### config.mk
export PLATFORM = sky130hd
export DESIGN_NAME = fortran_format_spec_parser_flat
export DESIGN_NICKNAME = d
export VERILOG_FILES = /design/src/rtl/ffsp_pkg.sv /design/src/rtl/ffsp_ifs.sv /design/src/rtl/ffsp_char_class.sv /design/src/rtl/ffsp_digit_acc.sv /design/src/rtl/ffsp_parser.sv /design/src/rtl/fortran_format_spec_parser.sv /design/src/flat_wrapper.sv
export SDC_FILE = /design/constraint.sdc
export NUM_CORES = 1
export LEC_CHECK = 0
export BUFFER_PORTS_ARGS = -buffer_cell sky130_fd_sc_hd__buf_2
export CAP_MARGIN = 20
export CORE_ASPECT_RATIO = 0.9
export CORE_MARGIN = 5
export CORE_UTILIZATION = 45
export DETAILED_ROUTE_END_ITERATION = 16
export GPL_TIMING_DRIVEN = 0
export SYNTH_ARGS = -nofsm -noshare
export SYNTH_HDL_FRONTEND = slang
export SYNTH_SLANG_ARGS = --single-unit
### constraint.sdc
create_clock -name clk -period 13.64 [get_ports clk]
set_input_delay 2.728 -clock clk [delete_from_list [all_inputs] [get_ports clk]]
set_output_delay 2.728 -clock clk [all_outputs]
set_load 0.05 [all_outputs]
### src/rtl/ffsp_pkg.sv
// ----------------------------------------------------------------------------
// ffsp_pkg: shared types and constants for the format descriptor parser
// Character codes, descriptor kinds, error codes, parse phases and the
// structs passed between the parser modules.
// ----------------------------------------------------------------------------
package ffsp_pkg;

	localparam int OUT_W = 16;

	localparam logic [7:0] CH_OPEN     = 8'h28;
	localparam logic [7:0] CH_CLOSE    = 8'h29;
	localparam logic [7:0] CH_DOT      = 8'h2E;
	localparam logic [7:0] CH_EXP      = 8'h45;
	localparam logic [7:0] CH_SPACE    = 8'h20;
	localparam logic [7:0] CH_TAB      = 8'h09;
	localparam logic [7:0] CH_ZERO     = 8'h30;
	localparam logic [7:0] CH_NINE     = 8'h39;
	localparam logic [7:0] CH_LC_A     = 8'h61;
	localparam logic [7:0] CH_LC_Z     = 8'h7A;
	localparam logic [7:0] CASE_OFFSET = 8'h20;

	localparam int NUM_TYPES = 5;

	// F, I, E, D, G in kind order
	localparam logic [7:0] TYPE_LETTER [0:NUM_TYPES-1] = '{8'h46, 8'h49, 8'h45, 8'h44, 8'h47};

	typedef enum logic [2:0] {
		KIND_F = 3'd0,
		KIND_I = 3'd1,
		KIND_E = 3'd2,
		KIND_D = 3'd3,
		KIND_G = 3'd4
	} kind_t;

	typedef enum logic [2:0] {
		ERR_NONE     = 3'd0,
		ERR_NO_OPEN  = 3'd1,
		ERR_NO_CLOSE = 3'd2,
		ERR_BAD_TYPE = 3'd3,
		ERR_NO_WIDTH = 3'd4,
		ERR_BAD_PREC = 3'd5,
		ERR_TRAILING = 3'd6
	} err_t;

	typedef enum logic [10:0] {
		PH_LEAD   = 11'b000_0000_0001,
		PH_COUNT  = 11'b000_0000_0010,
		PH_WSTART = 11'b000_0000_0100,
		PH_WIDTH  = 11'b000_0000_1000,
		PH_PSTART = 11'b000_0001_0000,
		PH_PREC   = 11'b000_0010_0000,
		PH_ESTART = 11'b000_0100_0000,
		PH_EXP    = 11'b000_1000_0000,
		PH_FAIL   = 11'b001_0000_0000,
		PH_NOOPEN = 11'b010_0000_0000,
		PH_DONE   = 11'b100_0000_0000
	} phase_t;

	typedef struct packed {
		logic       is_digit;
		logic [3:0] digit;
		logic       is_type;
		kind_t      type_kind;
		logic       is_open;
		logic       is_close;
		logic       is_blank;
		logic       is_dot;
		logic       is_exp;
	} char_class_t;

	typedef struct packed {
		logic             ok;
		err_t             error_kind;
		kind_t            kind;
		logic [OUT_W-1:0] repeat_count;
		logic [OUT_W-1:0] field_width;
		logic [OUT_W-1:0] precision;
		logic [OUT_W-1:0] exponent_digits;
	} result_t;

endpackage

### src/rtl/ffsp_ifs.sv
// ----------------------------------------------------------------------------
// ffsp channel interfaces
// Valid/ready channels for format characters and for parse results.
// ----------------------------------------------------------------------------
interface ffsp_char_if;
	logic       valid;
	logic       ready;
	logic [7:0] ch;
	logic       last;

	modport source (output valid, output ch, output last, input ready);
	modport sink (input valid, input ch, input last, output ready);
endinterface

interface ffsp_result_if;
	logic        valid;
	logic        ready;
	logic        ok;
	logic [2:0]  error_kind;
	logic [2:0]  kind;
	logic [15:0] repeat_count;
	logic [15:0] field_width;
	logic [15:0] precision;
	logic [15:0] exponent_digits;

	modport source (output valid, output ok, output error_kind, output kind,
		output repeat_count, output field_width, output precision,
		output exponent_digits, input ready);
	modport sink (input valid, input ok, input error_kind, input kind,
		input repeat_count, input field_width, input precision,
		input exponent_digits, output ready);
endinterface

### src/rtl/ffsp_char_class.sv
// ----------------------------------------------------------------------------
// ffsp_char_class: character classifier
// Decodes one format byte into digit, type letter and punctuation flags.
// ----------------------------------------------------------------------------
module ffsp_char_class (
	input  logic [7:0]          ch,
	output ffsp_pkg::char_class_t cls
);
	import ffsp_pkg::*;

	logic [7:0] upper;

	always_comb begin
		upper = (ch >= CH_LC_A && ch <= CH_LC_Z) ? ch - CASE_OFFSET : ch;

		cls.is_digit  = (ch >= CH_ZERO) && (ch <= CH_NINE);
		cls.digit     = ch[3:0];
		cls.is_open   = (ch == CH_OPEN);
		cls.is_close  = (ch == CH_CLOSE);
		cls.is_blank  = (ch == CH_SPACE) || (ch == CH_TAB);
		cls.is_dot    = (ch == CH_DOT);
		// exponent marker is upper case only
		cls.is_exp    = (ch == CH_EXP);
		cls.is_type   = 1'b0;
		cls.type_kind = KIND_F;
		for (int i = 0; i < NUM_TYPES; i++) begin
			if (upper == TYPE_LETTER[i]) begin
				cls.is_type   = 1'b1;
				cls.type_kind = kind_t'(3'(i));
			end
		end
	end

endmodule

### src/rtl/ffsp_digit_acc.sv
// ----------------------------------------------------------------------------
// ffsp_digit_acc: saturating decimal accumulator
// Computes acc * 10 + digit, clamped to the all-ones value.
// ----------------------------------------------------------------------------
module ffsp_digit_acc #(
	parameter int VALUE_BITS = 16
) (
	input  logic [VALUE_BITS-1:0] acc,
	input  logic [3:0]            digit,
	output logic [VALUE_BITS-1:0] sum
);

	logic [VALUE_BITS+3:0] wide;

	always_comb begin
		// times ten as shift-and-add; four guard bits hold any overflow
		wide = ({4'b0000, acc} << 3) + ({4'b0000, acc} << 1)
			+ {{VALUE_BITS{1'b0}}, digit};
		sum  = (|wide[VALUE_BITS+3:VALUE_BITS]) ? {VALUE_BITS{1'b1}} : wide[VALUE_BITS-1:0];
	end

endmodule

### src/rtl/ffsp_parser.sv
// ----------------------------------------------------------------------------
// ffsp_parser: descriptor phase machine and result register
// Steps the parse state by one character per cycle unless a new result meets an unread
// one, and registers a result at the closing parenthesis or at the end of the string.
// ----------------------------------------------------------------------------
module ffsp_parser #(
	parameter int VALUE_BITS = 16
) (
	input  logic              clk,
	input  logic              arst_n,
	input  logic              valid_s1,
	input  logic [7:0]        ch_s1,
	input  logic              last_s1,
	input  logic              out_ready,
	output logic              advance,
	output logic              valid_s2,
	output ffsp_pkg::result_t res_s2
);
	import ffsp_pkg::*;

	localparam int EXT_W = (VALUE_BITS > OUT_W) ? VALUE_BITS : OUT_W;

	char_class_t cls;

	phase_t                phase_q,  phase_d;
	err_t                  ferr_q,   ferr_d;
	kind_t                 kind_q,   kind_d;
	logic [VALUE_BITS-1:0] rep_q,    rep_d;
	logic [VALUE_BITS-1:0] wid_q,    wid_d;
	logic [VALUE_BITS-1:0] prec_q,   prec_d;
	logic [VALUE_BITS-1:0] exp_q,    exp_d;
	logic                  seen_q,   seen_d;

	logic [VALUE_BITS-1:0] acc_in, acc_out;
	logic                  emit;
	err_t                  emit_err;
	logic                  out_free;
	logic [EXT_W-1:0]      rep_x, wid_x, prec_x, exp_x;
	result_t               res_d;

	ffsp_char_class u_class (
		.ch  (ch_s1),
		.cls (cls)
	);

	// one accumulator shared by all fields: only one field grows per beat
	always_comb begin
		case (phase_q) inside
			PH_COUNT:            acc_in = rep_q;
			PH_WSTART, PH_WIDTH: acc_in = wid_q;
			PH_PSTART, PH_PREC:  acc_in = prec_q;
			default:             acc_in = exp_q;
		endcase
	end

	ffsp_digit_acc #(.VALUE_BITS(VALUE_BITS)) u_acc (
		.acc   (acc_in),
		.digit (cls.digit),
		.sum   (acc_out)
	);

	always_comb begin
		phase_d  = phase_q;
		ferr_d   = ferr_q;
		kind_d   = kind_q;
		rep_d    = rep_q;
		wid_d    = wid_q;
		prec_d   = prec_q;
		exp_d    = exp_q;
		seen_d   = seen_q;
		emit     = 1'b0;
		emit_err = ERR_NONE;

		unique case (phase_q)
			PH_LEAD: begin
				if (cls.is_blank) begin
					phase_d = PH_LEAD;
				end else if (cls.is_open) begin
					ferr_d  = ERR_NONE;
					kind_d  = KIND_F;
					rep_d   = '0;
					wid_d   = '0;
					prec_d  = '0;
					exp_d   = '0;
					seen_d  = 1'b0;
					phase_d = PH_COUNT;
				end else begin
					ferr_d  = ERR_NO_OPEN;
					phase_d = PH_NOOPEN;
					if (cls.is_close) begin
						emit     = 1'b1;
						emit_err = ERR_NO_OPEN;
					end
				end
			end
			PH_NOOPEN: begin
				if (cls.is_close) begin
					emit     = 1'b1;
					emit_err = ERR_NO_OPEN;
				end
			end
			PH_COUNT: begin
				if (cls.is_digit) begin
					rep_d  = acc_out;
					seen_d = 1'b1;
				end else if (cls.is_type) begin
					kind_d  = cls.type_kind;
					phase_d = PH_WSTART;
					if (!seen_q) rep_d = VALUE_BITS'(1);
				end else if (cls.is_close) begin
					emit     = 1'b1;
					emit_err = ERR_BAD_TYPE;
				end else begin
					ferr_d  = ERR_BAD_TYPE;
					phase_d = PH_FAIL;
				end
			end
			PH_WSTART: begin
				if (cls.is_digit) begin
					wid_d   = acc_out;
					phase_d = PH_WIDTH;
				end else if (cls.is_close) begin
					emit     = 1'b1;
					emit_err = ERR_NO_WIDTH;
				end else begin
					ferr_d  = ERR_NO_WIDTH;
					phase_d = PH_FAIL;
				end
			end
			PH_WIDTH: begin
				if (cls.is_digit) begin
					wid_d = acc_out;
				end else if (cls.is_dot) begin
					phase_d = PH_PSTART;
				end else if (cls.is_close) begin
					// only I may omit the precision
					emit     = 1'b1;
					emit_err = (kind_q == KIND_I) ? ERR_NONE : ERR_BAD_PREC;
				end else begin
					ferr_d  = (kind_q == KIND_I) ? ERR_TRAILING : ERR_BAD_PREC;
					phase_d = PH_FAIL;
				end
			end
			PH_PSTART: begin
				if (cls.is_digit) begin
					prec_d  = acc_out;
					phase_d = PH_PREC;
				end else if (cls.is_close) begin
					emit     = 1'b1;
					emit_err = ERR_BAD_PREC;
				end else begin
					ferr_d  = ERR_BAD_PREC;
					phase_d = PH_FAIL;
				end
			end
			PH_PREC: begin
				if (cls.is_digit) begin
					prec_d = acc_out;
				end else if (cls.is_close) begin
					emit     = 1'b1;
					emit_err = ERR_NONE;
				end else if (cls.is_exp && kind_q != KIND_F && kind_q != KIND_I) begin
					phase_d = PH_ESTART;
				end else begin
					ferr_d  = ERR_TRAILING;
					phase_d = PH_FAIL;
				end
			end
			PH_ESTART: begin
				if (cls.is_digit) begin
					exp_d   = acc_out;
					phase_d = PH_EXP;
				end else if (cls.is_close) begin
					emit     = 1'b1;
					emit_err = ERR_BAD_PREC;
				end else begin
					ferr_d  = ERR_BAD_PREC;
					phase_d = PH_FAIL;
				end
			end
			PH_EXP: begin
				if (cls.is_digit) begin
					exp_d = acc_out;
				end else if (cls.is_close) begin
					emit     = 1'b1;
					emit_err = ERR_NONE;
				end else begin
					ferr_d  = ERR_TRAILING;
					phase_d = PH_FAIL;
				end
			end
			PH_FAIL: begin
				if (cls.is_close) begin
					emit     = 1'b1;
					emit_err = ferr_q;
				end
			end
			PH_DONE: begin
				phase_d = PH_DONE;
			end
			default: begin
				phase_d = phase_q;
			end
		endcase

		if (emit) phase_d = PH_DONE;

		// end of string: report if nothing was given yet, then start afresh
		if (last_s1) begin
			if (!emit && phase_d != PH_DONE) begin
				emit     = 1'b1;
				emit_err = (phase_d == PH_LEAD || phase_d == PH_NOOPEN)
					? ERR_NO_OPEN : ERR_NO_CLOSE;
			end
			phase_d = PH_LEAD;
			ferr_d  = ERR_NONE;
			kind_d  = KIND_F;
			rep_d   = '0;
			wid_d   = '0;
			prec_d  = '0;
			exp_d   = '0;
			seen_d  = 1'b0;
		end
	end

	always_comb begin
		rep_x  = EXT_W'(rep_q);
		wid_x  = EXT_W'(wid_q);
		prec_x = EXT_W'(prec_q);
		exp_x  = EXT_W'(exp_q);

		res_d.ok              = (emit_err == ERR_NONE);
		res_d.error_kind      = emit_err;
		res_d.kind            = res_d.ok ? kind_q : KIND_F;
		res_d.repeat_count    = res_d.ok ? rep_x[OUT_W-1:0]  : '0;
		res_d.field_width     = res_d.ok ? wid_x[OUT_W-1:0]  : '0;
		res_d.precision       = res_d.ok ? prec_x[OUT_W-1:0] : '0;
		res_d.exponent_digits = res_d.ok ? exp_x[OUT_W-1:0]  : '0;
	end

	assign out_free = !valid_s2 || out_ready;
	assign advance  = valid_s1 && (!emit || out_free);

	always_ff @(posedge clk or negedge arst_n) begin
		if (!arst_n) begin
			phase_q <= PH_LEAD;
			ferr_q  <= ERR_NONE;
			kind_q  <= KIND_F;
			rep_q   <= '0;
			wid_q   <= '0;
			prec_q  <= '0;
			exp_q   <= '0;
			seen_q  <= 1'b0;
		end else if (advance) begin
			phase_q <= phase_d;
			ferr_q  <= ferr_d;
			kind_q  <= kind_d;
			rep_q   <= rep_d;
			wid_q   <= wid_d;
			prec_q  <= prec_d;
			exp_q   <= exp_d;
			seen_q  <= seen_d;
		end
	end

	always_ff @(posedge clk or negedge arst_n) begin
		if (!arst_n) begin
			valid_s2 <= 1'b0;
		end else if (advance && emit) begin
			valid_s2 <= 1'b1;
		end else if (out_ready) begin
			valid_s2 <= 1'b0;
		end
	end

	always_ff @(posedge clk) begin
		if (advance && emit) res_s2 <= res_d;
	end

endmodule

### src/rtl/fortran_format_spec_parser.sv
// ----------------------------------------------------------------------------
// fortran_format_spec_parser: streaming edit descriptor parser
// Parses one "(count letter width.digits Edigits)" descriptor per string.
// ----------------------------------------------------------------------------
// One format character is taken per beat: it sits in an input register,
// then the phase machine and one shared times-ten accumulator consume it.
// A result enters the result register when the closing parenthesis is
// consumed, or with the last character when no parenthesis closed the
// descriptor; it can wait there while further characters are still
// taken. Characters stall only when a new result is due and the previous
// one has not been taken.
// Fields saturate at 2**VALUE_BITS - 1 and are given as their low 16 bits.
module fortran_format_spec_parser #(
	parameter int VALUE_BITS = 16
) (
	input  logic      clk,
	input  logic      arst_n,
	ffsp_char_if.sink       chars,
	ffsp_result_if.source   result
);
	import ffsp_pkg::*;

	logic       valid_s1;
	logic [7:0] ch_s1;
	logic       last_s1;
	logic       advance;
	logic       valid_s2;
	result_t    res_s2;

	assign chars.ready = !valid_s1 || advance;

	always_ff @(posedge clk or negedge arst_n) begin
		if (!arst_n) begin
			valid_s1 <= 1'b0;
		end else if (chars.valid && chars.ready) begin
			valid_s1 <= 1'b1;
		end else if (advance) begin
			valid_s1 <= 1'b0;
		end
	end

	always_ff @(posedge clk) begin
		if (chars.valid && chars.ready) begin
			ch_s1   <= chars.ch;
			last_s1 <= chars.last;
		end
	end

	ffsp_parser #(.VALUE_BITS(VALUE_BITS)) u_parser (
		.clk       (clk),
		.arst_n    (arst_n),
		.valid_s1  (valid_s1),
		.ch_s1     (ch_s1),
		.last_s1   (last_s1),
		.out_ready (result.ready),
		.advance   (advance),
		.valid_s2  (valid_s2),
		.res_s2    (res_s2)
	);

	assign result.valid           = valid_s2;
	assign result.ok              = res_s2.ok;
	assign result.error_kind      = res_s2.error_kind;
	assign result.kind            = res_s2.kind;
	assign result.repeat_count    = res_s2.repeat_count;
	assign result.field_width     = res_s2.field_width;
	assign result.precision       = res_s2.precision;
	assign result.exponent_digits = res_s2.exponent_digits;

endmodule

### src/flat_wrapper.sv
// flat-port wrapper written by rule: the top's interface ports become plain ports
module fortran_format_spec_parser_flat import ffsp_pkg::*;
#(
	parameter int VALUE_BITS = 16
)
  (clk, arst_n, chars_valid, chars_ch, chars_last, chars_ready, result_valid, result_ok, result_error_kind, result_kind, result_repeat_count, result_field_width, result_precision, result_exponent_digits, result_ready);
  ffsp_char_if chars_i ();
  ffsp_result_if result_i ();
  input  logic clk;
  input  logic arst_n;
  input wire logic [$bits(chars_i.valid)-1:0] chars_valid;
  input wire logic [$bits(chars_i.ch)-1:0] chars_ch;
  input wire logic [$bits(chars_i.last)-1:0] chars_last;
  output wire logic [$bits(chars_i.ready)-1:0] chars_ready;
  output wire logic [$bits(result_i.valid)-1:0] result_valid;
  output wire logic [$bits(result_i.ok)-1:0] result_ok;
  output wire logic [$bits(result_i.error_kind)-1:0] result_error_kind;
  output wire logic [$bits(result_i.kind)-1:0] result_kind;
  output wire logic [$bits(result_i.repeat_count)-1:0] result_repeat_count;
  output wire logic [$bits(result_i.field_width)-1:0] result_field_width;
  output wire logic [$bits(result_i.precision)-1:0] result_precision;
  output wire logic [$bits(result_i.exponent_digits)-1:0] result_exponent_digits;
  input wire logic [$bits(result_i.ready)-1:0] result_ready;
  assign chars_i.valid = chars_valid;
  assign chars_i.ch = chars_ch;
  assign chars_i.last = chars_last;
  assign chars_ready = chars_i.ready;
  assign result_valid = result_i.valid;
  assign result_ok = result_i.ok;
  assign result_error_kind = result_i.error_kind;
  assign result_kind = result_i.kind;
  assign result_repeat_count = result_i.repeat_count;
  assign result_field_width = result_i.field_width;
  assign result_precision = result_i.precision;
  assign result_exponent_digits = result_i.exponent_digits;
  assign result_i.ready = result_ready;
  fortran_format_spec_parser #(.VALUE_BITS(VALUE_BITS)) u_core (.clk(clk), .arst_n(arst_n), .chars(chars_i), .result(result_i));
endmodule
After elaboration in Yosys (flattened, before gate mapping):

Index checks and enable logic that the tools add are counted.

* output and inout bits: 73
* flip-flop bits (word level): 164
* input bits: 13
* word-level logic and storage cells: 223

* multiplexer cells: 106
* equality and inequality tests: 51
* reduce and logical (&&, ||, !) cells: 40
* order comparisons: 4
* add/subtract/negate cells: 3

Operators by type and width (number)
* $mux 16: 14
* $mux 11: 13
* $pmux 16 s2: 4
* $mux 3: 33
* $pmux 11 s9: 1
* $ne 3x2->1 const B: 19
* $eq 8x7->1 const B: 6
* $pmux 3 s7: 2
* $eq 8x6->1 const B: 4
* $eq 11x1->1 const B: 2
* $eq 11x10->1 const B: 2
* $mux 1: 22
* $add 19x17->20: 1
* $add 20x4->20: 1
* $mux 10: 2
* $mux 4: 5
* $reduce_and 5->1: 4
* $reduce_and 18->1: 1
* $reduce_bool 3->1: 5
* $ne 3x1->1 const B: 4
* $reduce_and 6->1: 2
* $eq 11x11->1 const B: 1
* $eq 11x2->1 const B: 1
* $eq 11x3->1 const B: 1
* 30 further kinds: 54

Logic depth before layout (Yosys ltp):

* depth after elaboration: 23
* gate-level depth with buffers: 20
* mapped depth without buffers: 17

Cells and area by module:

From an unflattened synthesis, not the netlist that was laid out.

* cell total of the unflattened synthesis: 853
* area, all modules: 9182.6 µm²

Modules (own cells, without submodules)
* ffsp_parser: instances 1, sequential area each 4210.3 µm², area an instance 7384.6 µm², cells each 650
* ffsp_digit_acc: instances 1, sequential area each 0.0 µm², area an instance 1207.4 µm², cells each 153
* fortran_format_spec_parser: instances 1, sequential area each 295.3 µm², area an instance 324.1 µm², cells each 13
* ffsp_char_class: instances 1, sequential area each 0.0 µm², area an instance 266.5 µm², cells each 37

Worst setup path before layout:

Ideal clock, no wire load.

* path type: input to output
* start: input result_ready
* end: output chars_ready
* path slack: 7.657 ns
* data arrival time: 3.255 ns
* stages on the path: 3
* data required time: 10.912 ns
* path buffers: 0
* cell sequence: nor2b_1 > and3_1 > inv_1

* longest elaborated chain between the ends: 4

RTL lines
* start, declared: RTL line flat_wrapper.sv:23 `input wire logic [$bits(result_i.ready)-1:0] result_ready;`
* $logic_or 1x1->1: RTL line ffsp_parser.sv:241 `assign out_free = !valid_s2 || out_ready;`
* $logic_or 1x1->1: RTL line ffsp_parser.sv:242 `assign advance = valid_s1 && (!emit || out_free);`
* $logic_and 1x1->1: RTL line ffsp_parser.sv:242
* $logic_or 1x1->1: RTL line fortran_format_spec_parser.sv:30 `assign chars.ready = !valid_s1 || advance;`
* end, declared: RTL line flat_wrapper.sv:14 `output wire logic [$bits(chars_i.ready)-1:0] chars_ready;`

Every way passes these cells.

Final worst setup path:

* start: register u_core.u_parser.phase_q[7]
* end: register u_core.u_parser.prec_q[10]

* longest elaborated chain between the ends: 13
* elaborated cells between the ends (all ways): 52
* classes of those cells: 2 x add/sub; 15 x eq/ne; 23 x mux; 12 x reduce/logical

RTL lines
* start, declared: RTL line ffsp_parser.sv:25 `phase_t phase_q, phase_d;`
* start signal, assigned: RTL line ffsp_parser.sv:255 `phase_q <= phase_d;`
* parallel branches: the longest is 13 deep, another holds $add 19x17->20
* end signal, assigned: RTL line ffsp_parser.sv:260 `prec_q <= prec_d;`
* end, declared: RTL line ffsp_parser.sv:30 `logic [VALUE_BITS-1:0] prec_q, prec_d;`

Several ways; the timed one is not identified. The select of a mux whose other input is x is not followed.
A chain may end at the register's enable or synchronous reset.

==> results.sh <==
export IMPL_status="completed"
export IMPL_synth_edf_count=80
export IMPL_synth_area_leaders="edfxtp_1, dfrtp_1, a22o_1"
export IMPL_timing_hold_ws_ns=0.504
export IMPL_wl_met2_um=10600
export IMPL_syn_nets=841
export IMPL_yosysWarnings=0
export IMPL_core_area_um2=19200
export IMPL_cts_max_path_buffers=2
export IMPL_ir_worst_vdd_mv=0.0867
export IMPL_dieArea_um2=22400
export IMPL_clk_latency_ns=0.44
export IMPL_start_util_pct=45.7
export IMPL_wire_per_inst_um=21.6
export IMPL_ioPinCount=86
export IMPL_p_per_area_nw_per_um2=121
export IMPL_first_pass_iters=5
export IMPL_drt_wl_total_um=25100
export IMPL_io_buffers=85
export IMPL_top_layer_used="met4"
export IMPL_relSlewSlack_pct=34.6
export IMPL_critPathCaptureType="flop"
export IMPL_skew_ns=0.0111
export IMPL_layout_setup_ws_ns=6.55
export IMPL_grt_pass1_vias=6744
export IMPL_synth_cell_types=76
export IMPL_rsz0062_at_grt="false"
export IMPL_place_hpwl_um=19400
export IMPL_drt_iter0_markers=646
export IMPL_num_vias=6891
export IMPL_drive_above_1_share_pct=18.9
export IMPL_clk_pin_slew_ns=0.08
export IMPL_yosys_top_cells_count="dfrtp_1, edfxtp_1, and2_1"
export IMPL_yosys_area_top_type="edfxtp_1"
export IMPL_fin_cells=1163
export IMPL_worstMarginPinSlew_ns=0.972
export IMPL_maxCapViolations=0
export IMPL_die_y_um=143
export IMPL_syn_cell_area_um2=8790
export IMPL_grt_start_max_net_pins=70
export IMPL_grt_antenna_before_repair=0
export IMPL_synth_cells=793
export IMPL_drv_slew=0
export IMPL_p_total_mw=1.24
export IMPL_fin_nets=948
export IMPL_cts_root_buf="clkbuf_16"
export IMPL_cts_sinks=164
export IMPL_h_tree_depth=4
export IMPL_cts_buffers=17
export IMPL_nFillCells=1708
export IMPL_fp_row_count=48
export IMPL_tritoncts="yes"
export IMPL_synth_top_flop_cell="dfrtp_1"
export IMPL_overflow=0
export IMPL_wl_met3_um=2290
export IMPL_ant_nets=0
export IMPL_drc=0
export IMPL_fmax_ghz=0.141
export IMPL_post_dp_cell_area_um2=9580
export IMPL_fin_area_um2=10200
export IMPL_synth_async_reset_ratio_pct=51.2
export IMPL_post_cts_resize_count=0
export IMPL_path_class="flop to flop"
export IMPL_synth_top_area_share_pct=27.3
export IMPL_holdCritPathClass="flop to flop"
export IMPL_postCtsHoldBufs=0
export IMPL_setup_tns_ns=0
export IMPL_synth_seq_cells=164
export IMPL_setup_violations=0
export IMPL_startpoint_type="flop"
export IMPL_period_share_pct=52.0
export IMPL_syn_area_per_cell_um2=11.1
export IMPL_vias_per_cell=5.93
export IMPL_syn_to_final_growth_pct=16.2
export IMPL_drt_met1_wl_um=12100
export IMPL_gp_congestion=0.952
export IMPL_post_route_util_pct=53.2
export IMPL_critPathMaxFanout=10
export IMPL_ys_seq_area_share_pct=51.3
export IMPL_track_usage_pct=22.8
export IMPL_dp_cells=1130
export IMPL_min_period_ns=7.09
export IMPL_insertedDiodeCount=0
export IMPL_synth_most_common_cell="dfrtp_1"
export IMPL_p_leak_nw=4.66
export IMPL_required_ns=13.96
export IMPL_hold_violations=0
export IMPL_post_cts_setup_buffer_count=0
export IMPL_grt_pass1_wl_um=39000
export IMPL_dp_slack_ns=6.72
export IMPL_die_w_um=157
export IMPL_cp_arrival_ns=7.41
power by group:
part	internal, mW	total (mW)	switching, mW
Clock	0.267	0.499	0.233
Combinational	0.0556	0.193	0.138
Sequential	0.537	0.547	0.0107
layout make-up:
class                      instances  area, µm²  area share (%)
sequential                       164       4510            44.1
tap                              250        313            3.06
clock buffer                      17        425            4.16
buffer                            40        175            1.71
timing repair buffer              88        480            4.70
inverter                          14       52.6           0.514
multi-input combinational        575       4060            39.7
clock inverter                    15        204            2.00
path summary, 6_finish.rpt:
check / from / endpoint / slack [ns] / depth (start not counted)
setup reg to reg: u_core.u_parser.phase_q[7] / u_core.u_parser.prec_q[10] / 6.55 / 20
setup / recovery: u_core.u_parser.phase_q[7] / u_core.u_parser.prec_q[10] / 6.55 / 20
max in group asynchronous: arst_n / u_core.u_parser.wid_q[12] / 10.84 / 2
min in group asynchronous: arst_n / u_core.u_parser.phase_q[9] / 2.16 / 1
hold reg to reg: u_core.u_parser.ferr_q[1] / u_core.u_parser.ferr_q[1] / 0.50 / 1
hold / removal: u_core.u_parser.ferr_q[1] / u_core.u_parser.ferr_q[1] / 0.50 / 1
routing by layer:
layer,vias up,global-route usage [%]
met5,-,0
met4,0,4.16
met3,13,8.03
met2,274,31.8
met1,3392,34.7
li1,3212,-
logic make-up after synthesis:
kind of cell,synth area share (%)
xor+xnor,1.69
fa+ha+maj,5.15
compound gates,17.7
simple gates,18.6
flops,51.3
mux,3.05
buf+inv,2.59
registers in the layout, indices dropped and copies added (netlist names):
signal	count
u_core.valid_s1	1
u_core.u_parser.rep_q	16
u_core.u_parser.wid_q	16
u_core.u_parser.res_s2	71
u_core.u_parser.valid_s2	1
u_core.u_parser.phase_q	11
u_core.ch_s1	8
u_core.u_parser.seen_q	1
u_core.last_s1	1
u_core.u_parser.prec_q	16
u_core.u_parser.exp_q	16
u_core.u_parser.ferr_q	3
u_core.u_parser.kind_q	3
worst max-delay path: stages, from the launching register on:
cell and delay (ns):
dfrtp_1 0.40, clkbuf_1 0.26, or2_2 0.39, nor2_1 0.32, nand3_1 0.51, clkbuf_1 0.49
mux2i_1 0.33, nor2_1 0.07, a21oi_1 0.29, o21ai_0 0.19, ha_1 0.34, ha_1 0.25
fa_1 0.44, a211oi_1 0.33, o211ai_1 0.17, a31o_1 0.28, o41a_1 0.37, mux2i_1 0.32
clkbuf_1 0.43, nand4_1 0.45, a22o_1 0.35
cell usage in the layout, fill, tap and decap left out, types with 33 or more instances in the layout:
master,count
buf_2,104
dfrtp_1,83
edfxtp_1,80
and2_1,72
a22o_1,55
nand2_1,46
nor2_1,43
a21oi_1,43
o21ai_0,36
ha_1,33
Note: power is estimated with default switching activity, not from simulation.
